File: config.mk
export PLATFORM = sky130hd
export DESIGN_NAME = retransmit_ack_timeout_fsm_unit
export DESIGN_NICKNAME = d
export VERILOG_FILES = /design/src/rtl/ratf_pkg.sv /design/src/rtl/retransmit_ack_timeout_fsm_unit.sv
export VERILOG_INCLUDE_DIRS = /design/src /design/src/rtl
export SDC_FILE = /design/constraint.sdc
export NUM_CORES = 1
export LEC_CHECK = 0
export BUFFER_PORTS_ARGS = -buffer_cell sky130_fd_sc_hd__buf_4
export CAP_MARGIN = 40
export CORE_MARGIN = 1
export CORE_UTILIZATION = 45
export CTS_BUF_LIST = sky130_fd_sc_hd__clkbuf_8
export DETAILED_ROUTE_END_ITERATION = 16
export GPL_TIMING_DRIVEN = 0
export PLACE_DENSITY = 0.66
export SLEW_MARGIN = 5
export SYNTH_ARGS = -nofsm -noshare
export SYNTH_HDL_FRONTEND = slang
export SYNTH_SLANG_ARGS = --single-unit
File: constraint.sdc
create_clock -name aclk -period 11.1 [get_ports aclk]
set_input_delay 0.555 -clock aclk [delete_from_list [all_inputs] [get_ports aclk]]
set_output_delay 0.555 -clock aclk [all_outputs]
set_load 0.02 [all_outputs]
File: src/rtl/retransmit_ack_timeout_fsm_unit_assert.svh
// assertion macros for the stop-and-wait sender
`ifndef RETRANSMIT_ACK_TIMEOUT_FSM_UNIT_ASSERT_SVH
`define RETRANSMIT_ACK_TIMEOUT_FSM_UNIT_ASSERT_SVH

`ifndef SYNTH
`define RATF_ASSERT(lbl, prop) \
    lbl: assert property (@(posedge aclk) disable iff (!aresetn) prop) \
        else $error("assertion failed");
`define RATF_ASSERT_RST(lbl, prop) \
    lbl: assert property (@(posedge aclk) prop) \
        else $error("assertion failed");
`else
`define RATF_ASSERT(lbl, prop)
`define RATF_ASSERT_RST(lbl, prop)
`endif

`endif

File: src/rtl/ratf_pkg.sv
// types and constants for the stop-and-wait sender
package ratf_pkg;

    typedef enum logic [1:0] {
        OP_TICK    = 2'd0,
        OP_START   = 2'd1,
        OP_TX_DONE = 2'd2,
        OP_ACK     = 2'd3
    } op_t;

    typedef enum logic [1:0] {
        MODE_IDLE         = 2'd0,
        MODE_WAIT_TX_DONE = 2'd1,
        MODE_WAIT_ACK     = 2'd2
    } mode_t;

    typedef enum logic [2:0] {
        EV_NONE            = 3'd0,
        EV_TX_DONE         = 3'd1,
        EV_TX_DONE_TIMEOUT = 3'd2,
        EV_ACK             = 3'd3,
        EV_ACK_TIMEOUT     = 3'd4
    } event_t;

    localparam int TIMEOUT_W    = 20;
    localparam int RETRY_W      = 4;
    localparam int STAMP_W      = 32;
    localparam int CNT_OUT_W    = 16;
    localparam int ADDR_W       = 3;
    localparam int APB_DATA_W   = 32;
    localparam int S_TDATA_W    = 40;
    localparam int S_TUSER_W    = 2;
    localparam int M_TDATA_W    = 80;

    localparam logic [STAMP_W-1:0]   ACK_EXTRA_MS       = 32'd10;
    localparam logic [TIMEOUT_W-1:0] TIMEOUT_RESET      = 20'd1000;
    localparam logic [RETRY_W-1:0]   RETRY_LIMIT_RESET  = 4'd3;

    localparam logic REG_TX_DONE_TIMEOUT = 1'b0;
    localparam logic REG_RETRY_LIMIT     = 1'b1;

endpackage

File: src/rtl/retransmit_ack_timeout_fsm_unit.sv
// stop-and-wait retransmitting sender with tx-done and ack timeouts
// latency: a result is valid in the cycle after its input transfer
// throughput: one item per cycle, state is updated in a single pass at the transfer
// s_tready drops only while a finished result is held and m_tready is low
// aresetn (synchronous, active low) clears mode, budget, pending event, stamp and
// counters, and loads the configuration registers with their defaults
`include "retransmit_ack_timeout_fsm_unit_assert.svh"

module retransmit_ack_timeout_fsm_unit #(
    parameter int COUNT_WIDTH = 16
) (
    input  logic                           aclk,
    input  logic                           aresetn,
    input  logic                           s_tvalid,
    output logic                           s_tready,
    // now_ms [31:0], radio_accept [32], zero fill [39:33]
    input  logic [ratf_pkg::S_TDATA_W-1:0] s_tdata,
    // op [1:0]
    input  logic [ratf_pkg::S_TUSER_W-1:0] s_tuser,
    output logic                           m_tvalid,
    input  logic                           m_tready,
    // start_tx [0], step_ok [1], fsm_state [3:2], retries_left [7:4], is_quiet [8],
    // acks_seen [24:9], ack_timeouts [40:25], tx_done_errors [56:41],
    // no_reply_count [72:57], zero fill [79:73]
    output logic [ratf_pkg::M_TDATA_W-1:0] m_tdata,
    input  logic                           psel,
    input  logic                           penable,
    input  logic                           pwrite,
    input  logic [ratf_pkg::ADDR_W-1:0]    paddr,
    input  logic [ratf_pkg::APB_DATA_W-1:0] pwdata,
    output logic [ratf_pkg::APB_DATA_W-1:0] prdata,
    output logic                           pready
);
    import ratf_pkg::*;

    typedef logic [COUNT_WIDTH-1:0] cnt_t;

    function automatic cnt_t sat_inc(input cnt_t c);
        return (c == '1) ? c : cnt_t'(c + cnt_t'(1));
    endfunction

    logic [TIMEOUT_W-1:0] timeout_reg;
    logic [RETRY_W-1:0]   retry_limit_reg;

    mode_t                mode_reg, mode_next;
    logic [RETRY_W-1:0]   budget_reg, budget_next;
    event_t               pend_reg, pend_next;
    logic [STAMP_W-1:0]   stamp_reg, stamp_next;
    cnt_t                 ack_total_reg, ack_total_next;
    cnt_t                 ack_to_reg, ack_to_next;
    cnt_t                 txerr_reg, txerr_next;
    cnt_t                 noreply_reg, noreply_next;

    logic                 m_tvalid_reg;
    logic [M_TDATA_W-1:0] m_tdata_reg;

    op_t                  op;
    logic [STAMP_W-1:0]   now_ms;
    logic                 radio_accept;
    logic [STAMP_W-1:0]   diff;
    logic [STAMP_W-1:0]   ack_limit;
    logic                 tx_over, ack_over;
    logic                 do_tx;
    logic [RETRY_W-1:0]   budget_base;
    logic                 start_tx_c, ok_c, quiet_c;
    logic                 accept, cfg_write;

    assign op           = op_t'(s_tuser[1:0]);
    assign now_ms       = s_tdata[STAMP_W-1:0];
    assign radio_accept = s_tdata[STAMP_W];
    assign diff         = now_ms - stamp_reg;
    assign ack_limit    = STAMP_W'(timeout_reg) + ACK_EXTRA_MS;
    assign tx_over      = diff > STAMP_W'(timeout_reg);
    assign ack_over     = diff > ack_limit;

    assign s_tready  = !m_tvalid_reg || m_tready;
    assign accept    = s_tvalid && s_tready;
    assign m_tvalid  = m_tvalid_reg;
    assign m_tdata   = m_tdata_reg;

    assign pready    = 1'b1;
    assign cfg_write = psel && penable && pwrite && pready;
    assign prdata    = (paddr[2] == REG_RETRY_LIMIT) ? APB_DATA_W'(retry_limit_reg)
                                                     : APB_DATA_W'(timeout_reg);

    always_comb begin
        mode_next      = mode_reg;
        budget_next    = budget_reg;
        pend_next      = pend_reg;
        stamp_next     = stamp_reg;
        ack_total_next = ack_total_reg;
        ack_to_next    = ack_to_reg;
        txerr_next     = txerr_reg;
        noreply_next   = noreply_reg;
        do_tx          = 1'b0;
        budget_base    = budget_reg;
        ok_c           = 1'b0;

        unique case (op)
            OP_START: begin
                budget_base = retry_limit_reg;
                budget_next = retry_limit_reg;
                if (radio_accept) begin
                    do_tx = 1'b1;
                    ok_c  = 1'b1;
                end else begin
                    mode_next = MODE_IDLE;
                end
            end
            OP_TX_DONE: begin
                pend_next = EV_TX_DONE;
                ok_c      = 1'b1;
            end
            OP_ACK: begin
                pend_next = EV_ACK;
                ok_c      = 1'b1;
            end
            OP_TICK: begin
                unique case (mode_reg)
                    MODE_IDLE: begin
                        if (budget_reg != '0 && radio_accept) begin
                            do_tx = 1'b1;
                            ok_c  = 1'b1;
                        end
                    end
                    MODE_WAIT_TX_DONE: begin
                        priority if (pend_reg == EV_TX_DONE) begin
                            mode_next  = MODE_WAIT_ACK;
                            stamp_next = now_ms;
                            pend_next  = EV_NONE;
                            ok_c       = 1'b1;
                        end else if (pend_reg == EV_TX_DONE_TIMEOUT) begin
                            mode_next  = MODE_IDLE;
                            stamp_next = now_ms;
                            pend_next  = EV_NONE;
                            txerr_next = sat_inc(txerr_reg);
                        end else if (tx_over) begin
                            pend_next = EV_TX_DONE_TIMEOUT;
                            ok_c      = 1'b1;
                        end
                    end
                    MODE_WAIT_ACK: begin
                        priority if (pend_reg == EV_ACK) begin
                            mode_next      = MODE_IDLE;
                            stamp_next     = now_ms;
                            pend_next      = EV_NONE;
                            budget_next    = '0;
                            ack_total_next = sat_inc(ack_total_reg);
                            ok_c           = 1'b1;
                        end else if (pend_reg == EV_ACK_TIMEOUT) begin
                            mode_next   = MODE_IDLE;
                            stamp_next  = now_ms;
                            pend_next   = EV_NONE;
                            ack_to_next = sat_inc(ack_to_reg);
                            if (budget_reg == '0) begin
                                noreply_next = sat_inc(noreply_reg);
                            end
                            ok_c = 1'b1;
                        end else begin
                            ok_c = (pend_reg == EV_NONE) || (pend_reg == EV_TX_DONE) ||
                                   (pend_reg == EV_TX_DONE_TIMEOUT);
                            if (ack_over) begin
                                pend_next = EV_ACK_TIMEOUT;
                            end
                        end
                    end
                    default: begin
                        mode_next = MODE_IDLE;
                    end
                endcase
            end
            default: begin
                mode_next = mode_reg;
            end
        endcase

        // transmit start: new stamp, one attempt used, stale events dropped
        if (do_tx) begin
            stamp_next  = now_ms;
            budget_next = (budget_base != '0) ? RETRY_W'(budget_base - 1'b1) : '0;
            mode_next   = MODE_WAIT_TX_DONE;
            pend_next   = EV_NONE;
        end
    end

    assign start_tx_c = do_tx;
    assign quiet_c    = (mode_next == MODE_IDLE) && (budget_next == '0);

    always_ff @(posedge aclk) begin
        if (!aresetn) begin
            timeout_reg     <= TIMEOUT_RESET;
            retry_limit_reg <= RETRY_LIMIT_RESET;
            mode_reg        <= MODE_IDLE;
            budget_reg      <= '0;
            pend_reg        <= EV_NONE;
            stamp_reg       <= '0;
            ack_total_reg   <= '0;
            ack_to_reg      <= '0;
            txerr_reg       <= '0;
            noreply_reg     <= '0;
            m_tvalid_reg    <= 1'b0;
        end else begin
            if (cfg_write) begin
                unique case (paddr[2])
                    REG_TX_DONE_TIMEOUT: timeout_reg     <= pwdata[TIMEOUT_W-1:0];
                    REG_RETRY_LIMIT:     retry_limit_reg <= pwdata[RETRY_W-1:0];
                    default:             timeout_reg     <= timeout_reg;
                endcase
            end
            if (accept) begin
                mode_reg      <= mode_next;
                budget_reg    <= budget_next;
                pend_reg      <= pend_next;
                stamp_reg     <= stamp_next;
                ack_total_reg <= ack_total_next;
                ack_to_reg    <= ack_to_next;
                txerr_reg     <= txerr_next;
                noreply_reg   <= noreply_next;
                m_tvalid_reg  <= 1'b1;
            end else if (m_tready) begin
                m_tvalid_reg  <= 1'b0;
            end
        end
    end

    // result payload, loaded at each input transfer
    always_ff @(posedge aclk) begin
        if (accept) begin
            m_tdata_reg <= {7'd0,
                            CNT_OUT_W'(noreply_next),
                            CNT_OUT_W'(txerr_next),
                            CNT_OUT_W'(ack_to_next),
                            CNT_OUT_W'(ack_total_next),
                            quiet_c,
                            budget_next,
                            logic'(mode_next[1]), logic'(mode_next[0]),
                            ok_c,
                            start_tx_c};
        end
    end

    `RATF_ASSERT(a_result_follows, accept |=> m_tvalid_reg)
    `RATF_ASSERT(a_tx_clears_event, (accept && do_tx) |=> (pend_reg == EV_NONE &&
        mode_reg == MODE_WAIT_TX_DONE))
    `RATF_ASSERT(a_start_in_wait_tx, (m_tvalid && m_tdata[0]) |->
        (m_tdata[3:2] == MODE_WAIT_TX_DONE))
    `RATF_ASSERT(a_acks_monotonic, accept |=> ack_total_reg >= $past(ack_total_reg))
    `RATF_ASSERT_RST(a_reset_empty, !aresetn |=> !m_tvalid_reg)

endmodule

==> metrics.txt, run 1 <==
status=completed; asr flop ratio synth=0%; Hold Vio Cnt, Final=0; CTS tree=done; Util after Layout=54.5%; hold path start=pwdata[7]; leakage power total=6.06 nW; skew final=between 0.02 and 0.03 ns; number of global-route vias before repair=about 10,000; # hold bufs at CTS=0; Max transition margin=42.8%; vias=between 10,000 and 15,000; initial antenna violation count=0; Post-CTS Setup Repair Bufs=0; max reg flops=73; share of cells above drive strength 1=16.5%; nets=1,810; chip width=between 150 and 200 µm; mapped cell area=12,800 µm²; reg2reg start=stamp_reg[1]; TNS Setup=0 ns; HP Class=primary input to register; overall global routing resource usage=between 20% and 30%; max-cap viol count=0; WHS Path Cells=3; reg2reg end=pend_reg[2]; top_reg_cell synth=dfxtp_1; pwr dens=119 nW/µm²; CTS Sinks=203; sequential area share after synthesis=a little under two fifths; critical path required time=11.53 ns; Post-DRT Antenna Nets=0; IO Count=between 150 and 200; most frequent cells in the layout=buf_4 (179), nand2_1 (166), dfxtp_1 (130), nor2_1 (95), inv_1 (89); drt wl/cell=15.5 µm; hold endpoint=timeout_reg[7]; DIE AREA=29,000 µm²; IO buf count=156; clock-pin slew on the worst setup and hold paths=0.06 ns; die span in y=170 µm; minimum clock period=5.40 ns; CP Class=register to register; later-pin clock latency in the skew report=0.56 ns; # rows=61; core area=27,900 µm²; H-tree depth=2; RSZ-0062 raised after global routing=no; DRT Pass-1 Iters=6; DRC=0; routed vias/inst=5.22; most common cell after layout, fill and taps aside=buf_4; initial DRC count=672; reg2reg setup slack=5.70 ns; grt total ovfl=0; mean post-synth cell area=around 9 µm²; Area Growth Syn to Fin=19.1%; Synth Instances=1,425; first-pass GRT wire length=50,800 µm; Antenna diodes=0; post-synthesis register bit count=203; Worst Tran Pin Value=approximately 0.86 ns; Final Max Tran Viols=0; fin crit share=between 40% and 50%; EDFF count, synth=73; root buf cell=clkbuf_8; CP Max Fanout=6; largest net degree at the start of global routing=49; Critical Path AT=5.84 ns; startpoint types=register; CTS Buf Count=36; GP Congestion=0.895; Final setup viols=0; post_cts resized=0; total power=1.81 mW; Worst setup EP type=register; Total Wirelength=~32,000 µm; Fmax achieved=185 MHz; Initial Utilization=roughly 46%; VDD IR max=about 0.064 mV; Final HPWL DP=24,000 µm; Syn. warnings=0; R2R depth=21; CTS Buffer Depth=3; Synth cell types=80
[power by group]
group	total, mW	internal [mW]	switching [mW]	leakage (nW)
clock network	0.656	0.334	0.323	0.400
logic	0.346	0.142	0.204	3.88
registers	0.810	0.797	0.0135	1.78
total	1.81	1.27	0.540	6.06
[area by class of cell]
type / count / area (µm²)
plain buffers: 90 / 477
clock buffers: 40 / 551
clock inverters: 25 / 116
fillers: 2606 / 12700
inverters: 73 / 274
multi-input cells: 1077 / 7280
flip-flops and latches: 203 / 4790
well taps: 378 / 473
repair buffers: 162 / 1220
[kinds of logic (layout without fill, tap and decap cells)]
| logic type | Yosys count | count (layout) | synth area share (%) |
|---|---|---|---|
| multiplexers | 49 | 49 | 3.91 |
| AND/OR/NAND/NOR | 545 | 545 | 21.5 |
| adder cells (fa/ha/maj) | 83 | 83 | 8.20 |
| other | 2 | 20 | 0.0589 |
| AO/OA/AOI/OAI | 256 | 256 | 14.3 |
| flip-flops | 203 | 203 | 37.6 |
| buffers and inverters | 163 | 390 | 5.86 |
| XOR/XNOR | 124 | 124 | 8.52 |
[synth_stat cells, types with 3 or more instances]
library cell	instances	area share, %
a221oi_1	3	0.21
a21o_1	22	1.3
nor3b_1	12	0.71
edfxtp_1	73	17
a21boi_0	37	2.2
o211ai_1	13	0.77
o21ai_0	44	1.7
nand2b_1	7	0.34
mux2_2	7	0.62
xnor2_1	80	5.5
nand3_1	60	2.4
buf_6	6	0.53
or3_1	14	0.69
o21bai_1	8	0.47
nor2b_1	40	2.0
nor3_1	22	0.86
or2_2	4	0.20
a22oi_1	3	0.18
nor2_1	95	2.8
nand4_1	39	1.9
and3_1	16	0.78
buf_4	22	1.3
clkbuf_1	54	1.6
o221ai_1	3	0.21
o211a_1	3	0.24
a32o_1	3	0.24
o21a_1	14	0.82
o2111ai_1	6	0.41
nand3b_1	3	0.18
nand2_1	166	4.9
ha_1	82	8.0
a211o_1	3	0.21
a31oi_1	8	0.39
o31a_1	3	0.21
buf_2	6	0.24
inv_1	72	2.1
dfxtp_1	130	20
xor2_1	44	3.0
mux2i_1	42	3.3
o21ai_2	3	0.21
and2_1	37	1.8
a21oi_1	50	2.0
and4_1	4	0.27
nor4_1	13	0.64
[per-stage QoR]
stage	area, µm²	worst slack, ns	cells	hold WS [ns]
after floorplan	12800	6.36	1443	0.443
after global placement	14500	5.48	1977	0.457
after detailed placement	14500	5.43	1983	0.465
after CTS	15200	5.70	2048	0.207
after global routing	15200	5.25	2048	0.226
final	15200	5.70	2048	0.236
[worst max path at each step]
stage | start | end | cells past startpoint
2_1_floorplan | s_tdata[9] | pend_reg[2] | 20
3_3_place_gp | s_tdata[9] | pend_reg[1] | 21
3_5_place_dp | s_tdata[1] | pend_reg[1] | 21
4_1_cts | stamp_reg[1] | pend_reg[2] | 21
5_1_grt | stamp_reg[1] | pend_reg[1] | 21
6_report | stamp_reg[1] | pend_reg[2] | 21
[critical path, stage by stage (launching register included)]
cell	delay, ns
dfxtp_1	0.33
inv_1	0.07
ha_1	0.27
nor2b_1	0.20
o2111ai_1	0.19
a211oi_2	0.63
o21a_1	0.21
o21ai_0	0.08
nand2b_1	0.15
a21oi_1	0.10
xnor2_1	0.25
ha_1	0.30
a21o_1	0.18
a21o_1	0.17
a21oi_1	0.21
o311ai_0	0.15
o21ai_0	0.37
or4b_4	0.53
a2111oi_4	0.29
a31oi_1	0.20
nor4b_4	0.20
a32o_1	0.20
[routing by layer]
metal | up-vias | share of wire [%] | track usage (%)
li1 | 5419 | - | -
met1 | 4927 | 45 | 28.5
met2 | 264 | 46 | 36.7
met3 | 77 | 4.8 | 3.28
met4 | 0 | 3.4 | 9.24
met5 | - | 0 | 0
Power figures use the tool's default switching activity.
==> run 2, diff against run 1 <==
Clock period 11.1 ns to 5.3 ns, I/O delays scaled along.
==> run 2 against run 1 <==
- wire length increased by 1.2%
- utilization rose by 2.1 points
- combinational power is 120% higher
- sequential cell count did not move
- power is 110% higher
- setup slack worse by 5.5 ns
- hold slack got worse by 0.16 ns
- global-route usage increased by 0.26 points
- largest power group unchanged
- highest routed layer unchanged
==> metrics.txt, run 2 (synthesis results as in run 1) <==
reg2reg end=pend_reg[2] (unchanged); slowest cell on the critical path=dlygate4sd3_1 (was a211oi_2); CP cell instances=dlygate4sd3_1 > buf_4 > inv_1 > ha_1 > inv_1 > fa_1 > a211oi_2 > o211ai_1 > a31oi_1 > nor2_1 > nor2_1 > xnor2_1 > ha_1 > a21o_1 > a21oi_1 > o311ai_0 > o21ai_1 > or4b_4 > a2111oi_4 > a31oi_2 > nor4b_4 > a32o_1 (was inv_1 > ha_1 > nor2b_1 > o2111ai_1 > a211oi_2 > o21a_1 > o21ai_0 > nand2b_1 > a21oi_1 > xnor2_1 > ha_1 > a21o_1 > a21o_1 > a21oi_1 > o311ai_0 > o21ai_0 > or4b_4 > a2111oi_4 > a31oi_1 > nor4b_4 > a32o_1); number of global-route vias before repair=10,211 (was 10,019); DRT Pass-1 Iters=5 (was 6); hold endpoint=timeout_reg[13] (was timeout_reg[7]); root buf cell=clkbuf_8 (unchanged); initial DRC count=680 (was 672); chip width=170 µm (unchanged); delay-heaviest family, CP=compound AO/OA/AOI/OAI gates (unchanged); Initial Utilization=45.8% (unchanged); total power=3.83 mW (was 1.81 mW); clock-pin slew on the worst setup and hold paths=0.06 ns (about the same); initial antenna violation count=0 (unchanged); minimum clock period=5.07 ns; R2R depth=19 (was 21); CTS Buf Count=36 (unchanged); Total Wirelength=32,100 µm (was 31,700 µm); routed vias/inst=5.20 (was 5.22); nets=1,865 (was 1,810); Hold Vio Cnt, Final=0 (unchanged); CTS Sinks=203 (unchanged); Antenna diodes=0 (unchanged); Post-DRT Antenna Nets=0 (unchanged); pwr dens=243 nW/µm² (was 119 nW/µm²); GP Congestion=0.895 (unchanged); most frequent cells in the layout=buf_4 (183), nand2_1 (165), dfxtp_1 (130), nor2_1 (95), inv_1 (89) (was buf_4 (179), nand2_1 (166), dfxtp_1 (130), nor2_1 (95), inv_1 (89)); Max transition margin=44.7% (was 42.8%); Worst setup EP type=register (unchanged); CP bufs+invs=4 (was 1); max reg flops=73 (unchanged); CTS Buffer Depth=3 (unchanged); Util after Layout=56.6% (was 54.5%); vias=10,935 (was 10,687); register area=4790 µm² (unchanged); grt total ovfl=0 (unchanged); IO Count=199 (unchanged); drt wl/cell=15.3 µm (was 15.5 µm); RSZ-0062 raised after global routing=no (unchanged); critical path required time=5.73 ns (was 11.53 ns); Critical Path AT=5.51 ns (was 5.84 ns); overall global routing resource usage=22.3% (was 22.0%); skew final=0.0261 ns (was 0.0297 ns); reg2reg setup slack=0.33 ns (was 5.70 ns); CTS tree=done (unchanged); DRC=0 (unchanged); IO buf count=156 (unchanged); status=completed (unchanged); Final setup viols=0 (unchanged); HP Class=primary input to register (unchanged); multi-input logic area=7320 µm² (was 7280 µm²); Worst Tran Pin Value=0.830 ns (was 0.859 ns); CP Max Fanout=3 (was 6); filler cell count=2,573 (was 2,606); core area=27,900 µm² (unchanged); Fmax achieved=between 150 and 200 MHz; hold path start=pwdata[13] (was pwdata[7]); DIE AREA=29,000 µm² (unchanged); first-pass GRT wire length=51,400 µm (was 50,800 µm); # rows=61 (unchanged); WHS Path Cells=3 (unchanged); share of cells above drive strength 1=16.6% (was 16.5%); Area Growth Syn to Fin=23.7% (was 19.1%); VDD IR max=0.135 mV (was 0.0635 mV); Final Max Tran Viols=0 (unchanged); fin crit share=95.8%; max-cap viol count=0 (unchanged); delay of the slowest cell on the worst path=0.54 ns (was 0.63 ns); H-tree depth=2 (unchanged); die span in y=170 µm (unchanged); most common cell after layout, fill and taps aside=buf_4 (unchanged); Final HPWL DP=24,000 µm (unchanged); CP Class=primary input to register (was register to register); reg2reg start=stamp_reg[0] (was stamp_reg[1]); largest net degree at the start of global routing=49 (unchanged); leakage power total=6.30 nW (was 6.06 nW); later-pin clock latency in the skew report=0.55 ns (was 0.56 ns); startpoint types=primary input (was register)
-- run 2: report_power, final --
part | leakage, nW | switching, mW | internal (mW)
Clock | 0.400 | 0.676 | 0.699
Combinational | 4.12 | 0.437 | 0.326
Sequential | 1.78 | 0.0281 | 1.67
-- run 2: worst reg2reg max path, delay by kind of cell (launching register included) --
family,cells,cell delay [ns]
simple gates,4,0.95
buf+inv,1,0.06
fa+ha+maj,3,0.93
xor+xnor,1,0.20
flops,1,0.33
compound gates,10,2.38
-- run 2: how the worst max path moves through the flow --
stage                      start          end  cells after the start
floorplan           stamp_reg[9]  pend_reg[2]                     21
global placement      s_tdata[9]  pend_reg[1]                     21
detailed placement    s_tdata[1]  pend_reg[1]                     21
CTS                 stamp_reg[9]  pend_reg[2]                     21
global route          s_tdata[9]  pend_reg[1]                     22
finish                s_tdata[0]  pend_reg[2]                     22
-- run 2: final cells by class --
type	instances	area share (%)
clock inverters	25	0.738
repair buffers	217	11.2
well taps	378	3.00
flip-flops and latches	203	30.4
clock buffers	40	3.49
inverters	73	1.74
multi-input cells	1077	46.4
plain buffers	90	3.02
-- run 2: routing by layer --
layer / share of wire (%) / vias to the layer above / track usage (%)
li1: - / 5537 / -
met3: 4.7 / 74 / 3.28
met2: 46 / 278 / 37.2
met5: 0 / - / 0
met1: 45 / 5046 / 28.6
met4: 3.5 / 0 / 9.52
-- run 2: per-stage QoR --
stage | area, µm² | hold WS, ns | setup WS, ns | TNS, ns | instances
4_1_cts | 15700 | 0.0334 | 0.0809 | 0 | 2099
3_5_place_dp | 14500 | 0.465 | -0.0777 | -0.224 | 1983
2_1_floorplan | 12800 | 0.390 | 0.790 | 0 | 1443
5_1_grt | 15800 | 0.0611 | 0.00321 | 0 | 2103
6_report | 15800 | 0.0770 | 0.225 | 0 | 2103
3_3_place_gp | 14500 | 0.457 | -0.0278 | -0.0674 | 1977
-- run 2: repair_timing --
action | in CTS | in global routing
hold buffers | 51 | 0
setup buffers | 0 | 4
endpoints found under the setup margin | 3 | 3
resized for setup | 2 | 8
pin swaps | 0 | 4
endpoints found under the hold margin | 55 | 0
gates cloned | 0 | 0
==> run 3, diff against run 2 <==
Clock period 5.3 ns to 6.45 ns, I/O delays scaled along.
==> run 3 against run 2 <==
- count of clock-buffer cells in the layout is the same
- setup slack gained 0.82 ns
- register-to-register slack gained 0.72 ns
- power shrank 19%
- hold slack lost 0.041 ns
- die area is the same
- cell count shrank 2.3%
- sequential share of layout area grew 1.0 points
- non-clock buffer count shrank 48
- largest cell class unchanged
==> metrics.txt, run 3 (synthesis results as in run 1) <==
Final HPWL DP=24,000 µm (unchanged); reg2reg end=pend_reg[2] (unchanged); Area Growth Syn to Fin=19.6% (was 23.7%); routed vias/inst=5.21 (was 5.20); R2R depth=21 (was 19); Worst setup EP type=register (unchanged); grt total ovfl=0 (unchanged); CTS Buf Count=36 (unchanged); Antenna diodes=0 (unchanged); CTS Sinks=203 (unchanged); post_cts resized=0 (was 2); Critical Path AT=5.84 ns (was 5.51 ns); skew final=0.0293 ns (was 0.0261 ns); pwr dens=205 nW/µm² (was 243 nW/µm²); critical path required time=6.88 ns (was 5.73 ns); nets=1,817 (was 1,865); # rows=61 (unchanged); Post-DRT Antenna Nets=0 (unchanged); most common cell after layout, fill and taps aside=buf_4 (unchanged); vias=10,709 (was 10,935); startpoint types=register (was primary input); DRC=0 (unchanged); IO Count=199 (unchanged); fin crit share=between 80 and 90%; share of cells above drive strength 1=16.4% (was 16.6%); Initial Utilization=45.8% (unchanged); first-pass GRT wire length=50,800 µm (was 51,400 µm); drt wl/cell=15.4 µm (was 15.3 µm); GP Congestion=0.895 (unchanged); TNS Setup=0 ns (unchanged); root buf cell=clkbuf_8 (unchanged); CTS tree=done (unchanged); hold endpoint=stamp_reg[29] (was timeout_reg[13]); clock-pin slew on the worst setup and hold paths=0.06 ns (about the same); RSZ-0062 raised after global routing=no (unchanged); later-pin clock latency in the skew report=0.56 ns (was 0.55 ns); power share of the clock group=36.2% (was 35.8%); die span in y=170 µm (unchanged); most frequent cells in the layout=buf_4 (179), nand2_1 (166), dfxtp_1 (130), nor2_1 (95), inv_1 (89) (was buf_4 (183), nand2_1 (165), dfxtp_1 (130), nor2_1 (95), inv_1 (89)); WHS=0.0363 ns (was 0.0770 ns); H-tree depth=2 (unchanged); VDD IR max=0.109 mV (was 0.135 mV); status=completed (unchanged); max reg flops=73 (unchanged); WHS Path Cells=3 (unchanged); Util after Layout=54.8% (was 56.6%); sequential power share=44.6% (was 44.3%); HP Class=primary input to register (unchanged); reg2reg setup slack=1.05 ns (was 0.33 ns); Final Max Tran Viols=0 (unchanged); Post-CTS Setup Repair Bufs=0 (unchanged); initial antenna violation count=0 (unchanged); reg2reg start=stamp_reg[1] (was stamp_reg[0]); net load switching power=931 µW (was 1.14 mW); internal power=2.19 mW (was 2.69 mW); switch share=29.8% (was 29.7%); Worst Tran Pin Value=0.844 ns (was 0.830 ns); leakage power total=6.09 nW (was 6.30 nW); Comb power frac=19.2% (was 19.9%); DIE AREA=29,000 µm² (unchanged); core area=27,900 µm² (unchanged); Max transition margin=43.7% (was 44.7%); Total Wirelength=31,700 µm (was 32,100 µm); Hold Vio Cnt, Final=0 (unchanged); overall global routing resource usage=22.1% (was 22.3%); CP Class=register to register (was primary input to register); DRT Pass-1 Iters=5 (unchanged); hold path start=s_tdata[29] (was pwdata[13]); number of global-route vias before repair=10,037 (was 10,211); minimum clock period=5.40 ns; Fmax achieved=185 MHz; CP Max Fanout=6 (was 3); Final setup viols=0 (unchanged); # hold bufs at CTS=7 (was 51); CTS Buffer Depth=3 (unchanged); max-cap viol count=0 (unchanged); largest net degree at the start of global routing=49 (unchanged); chip width=170 µm (unchanged); initial DRC count=729 (was 680); IO buf count=156 (unchanged)
==> run 3: worst max-delay path by stage <==
| stage | start | endpoint | slack [ns] | depth (start not counted) |
|---|---|---|---|---|
| 2_1_floorplan | stamp_reg[9] | pend_reg[2] | 1.94 | 21 |
| 3_5_place_dp | s_tdata[1] | pend_reg[1] | 1.01 | 21 |
| 6_report | stamp_reg[1] | pend_reg[2] | 1.05 | 21 |
| 3_3_place_gp | s_tdata[9] | pend_reg[1] | 1.06 | 21 |
| 4_1_cts | stamp_reg[1] | pend_reg[2] | 1.05 | 21 |
| 5_1_grt | stamp_reg[1] | pend_reg[1] | 0.60 | 21 |
==> run 3: power by group through the flow <==
| stage | Combinational (mW) | Sequential [mW] | Clock (mW) |
|---|---|---|---|
| after floorplan | 0.367 | 1.45 | 0 |
| after global placement | 0.583 | 1.42 | 0 |
| after detailed placement | 0.593 | 1.42 | 0 |
| after CTS | 0.600 | 1.39 | 1.17 |
| after global routing | 0.663 | 1.40 | 1.22 |
| final | 0.598 | 1.39 | 1.13 |
==> run 3: layout make-up <==
cell class,count,area [µm²]
Clock inverter,25,116
Multi-Input combinational cell,1077,7280
Sequential cell,203,4790
Clock buffer,40,551
Tap cell,378,473
Buffer,90,477
Inverter,73,274
Fill cell,2603,12600
Timing Repair Buffer,169,1290
==> run 3: through the flow <==
step                total power [mW]  setup slack [ns]  instances  instance area, µm²
CTS                             3.16              1.05       2055               15300
floorplan                       1.82              1.94       1443               12800
detailed placement              2.01              1.01       1983               14500
global route                    3.28             0.601       2055               15300
global placement                2.01              1.06       1977               14500
finish                          3.12              1.05       2055               15300
==> run 3: per-layer routing <==
layer / track usage (%) / vias to the layer above / share of wire, %
li1: - / 5436 / -
met1: 28.4 / 4924 / 46
met5: 0 / - / 0
met3: 3.35 / 70 / 5.0
met2: 36.8 / 279 / 46
met4: 9.01 / 0 / 3.2
==> run 3: worst max-delay path, cell delays in order, from the launching register on <==
cell       delay (ns)
dfxtp_1          0.33
inv_1            0.07
ha_1             0.27
nor2b_1          0.20
o2111ai_1        0.19
a211oi_2         0.63
o21a_1           0.21
o21ai_0          0.08
nand2b_1         0.15
a21oi_1          0.11
xnor2_1          0.25
ha_1             0.30
a21o_1           0.18
a21o_1           0.17
a21oi_1          0.21
o311ai_0         0.15
o21ai_0          0.37
or4b_4           0.53
a2111oi_4        0.29
a31oi_1          0.20
nor4b_4          0.21
a32o_1           0.20
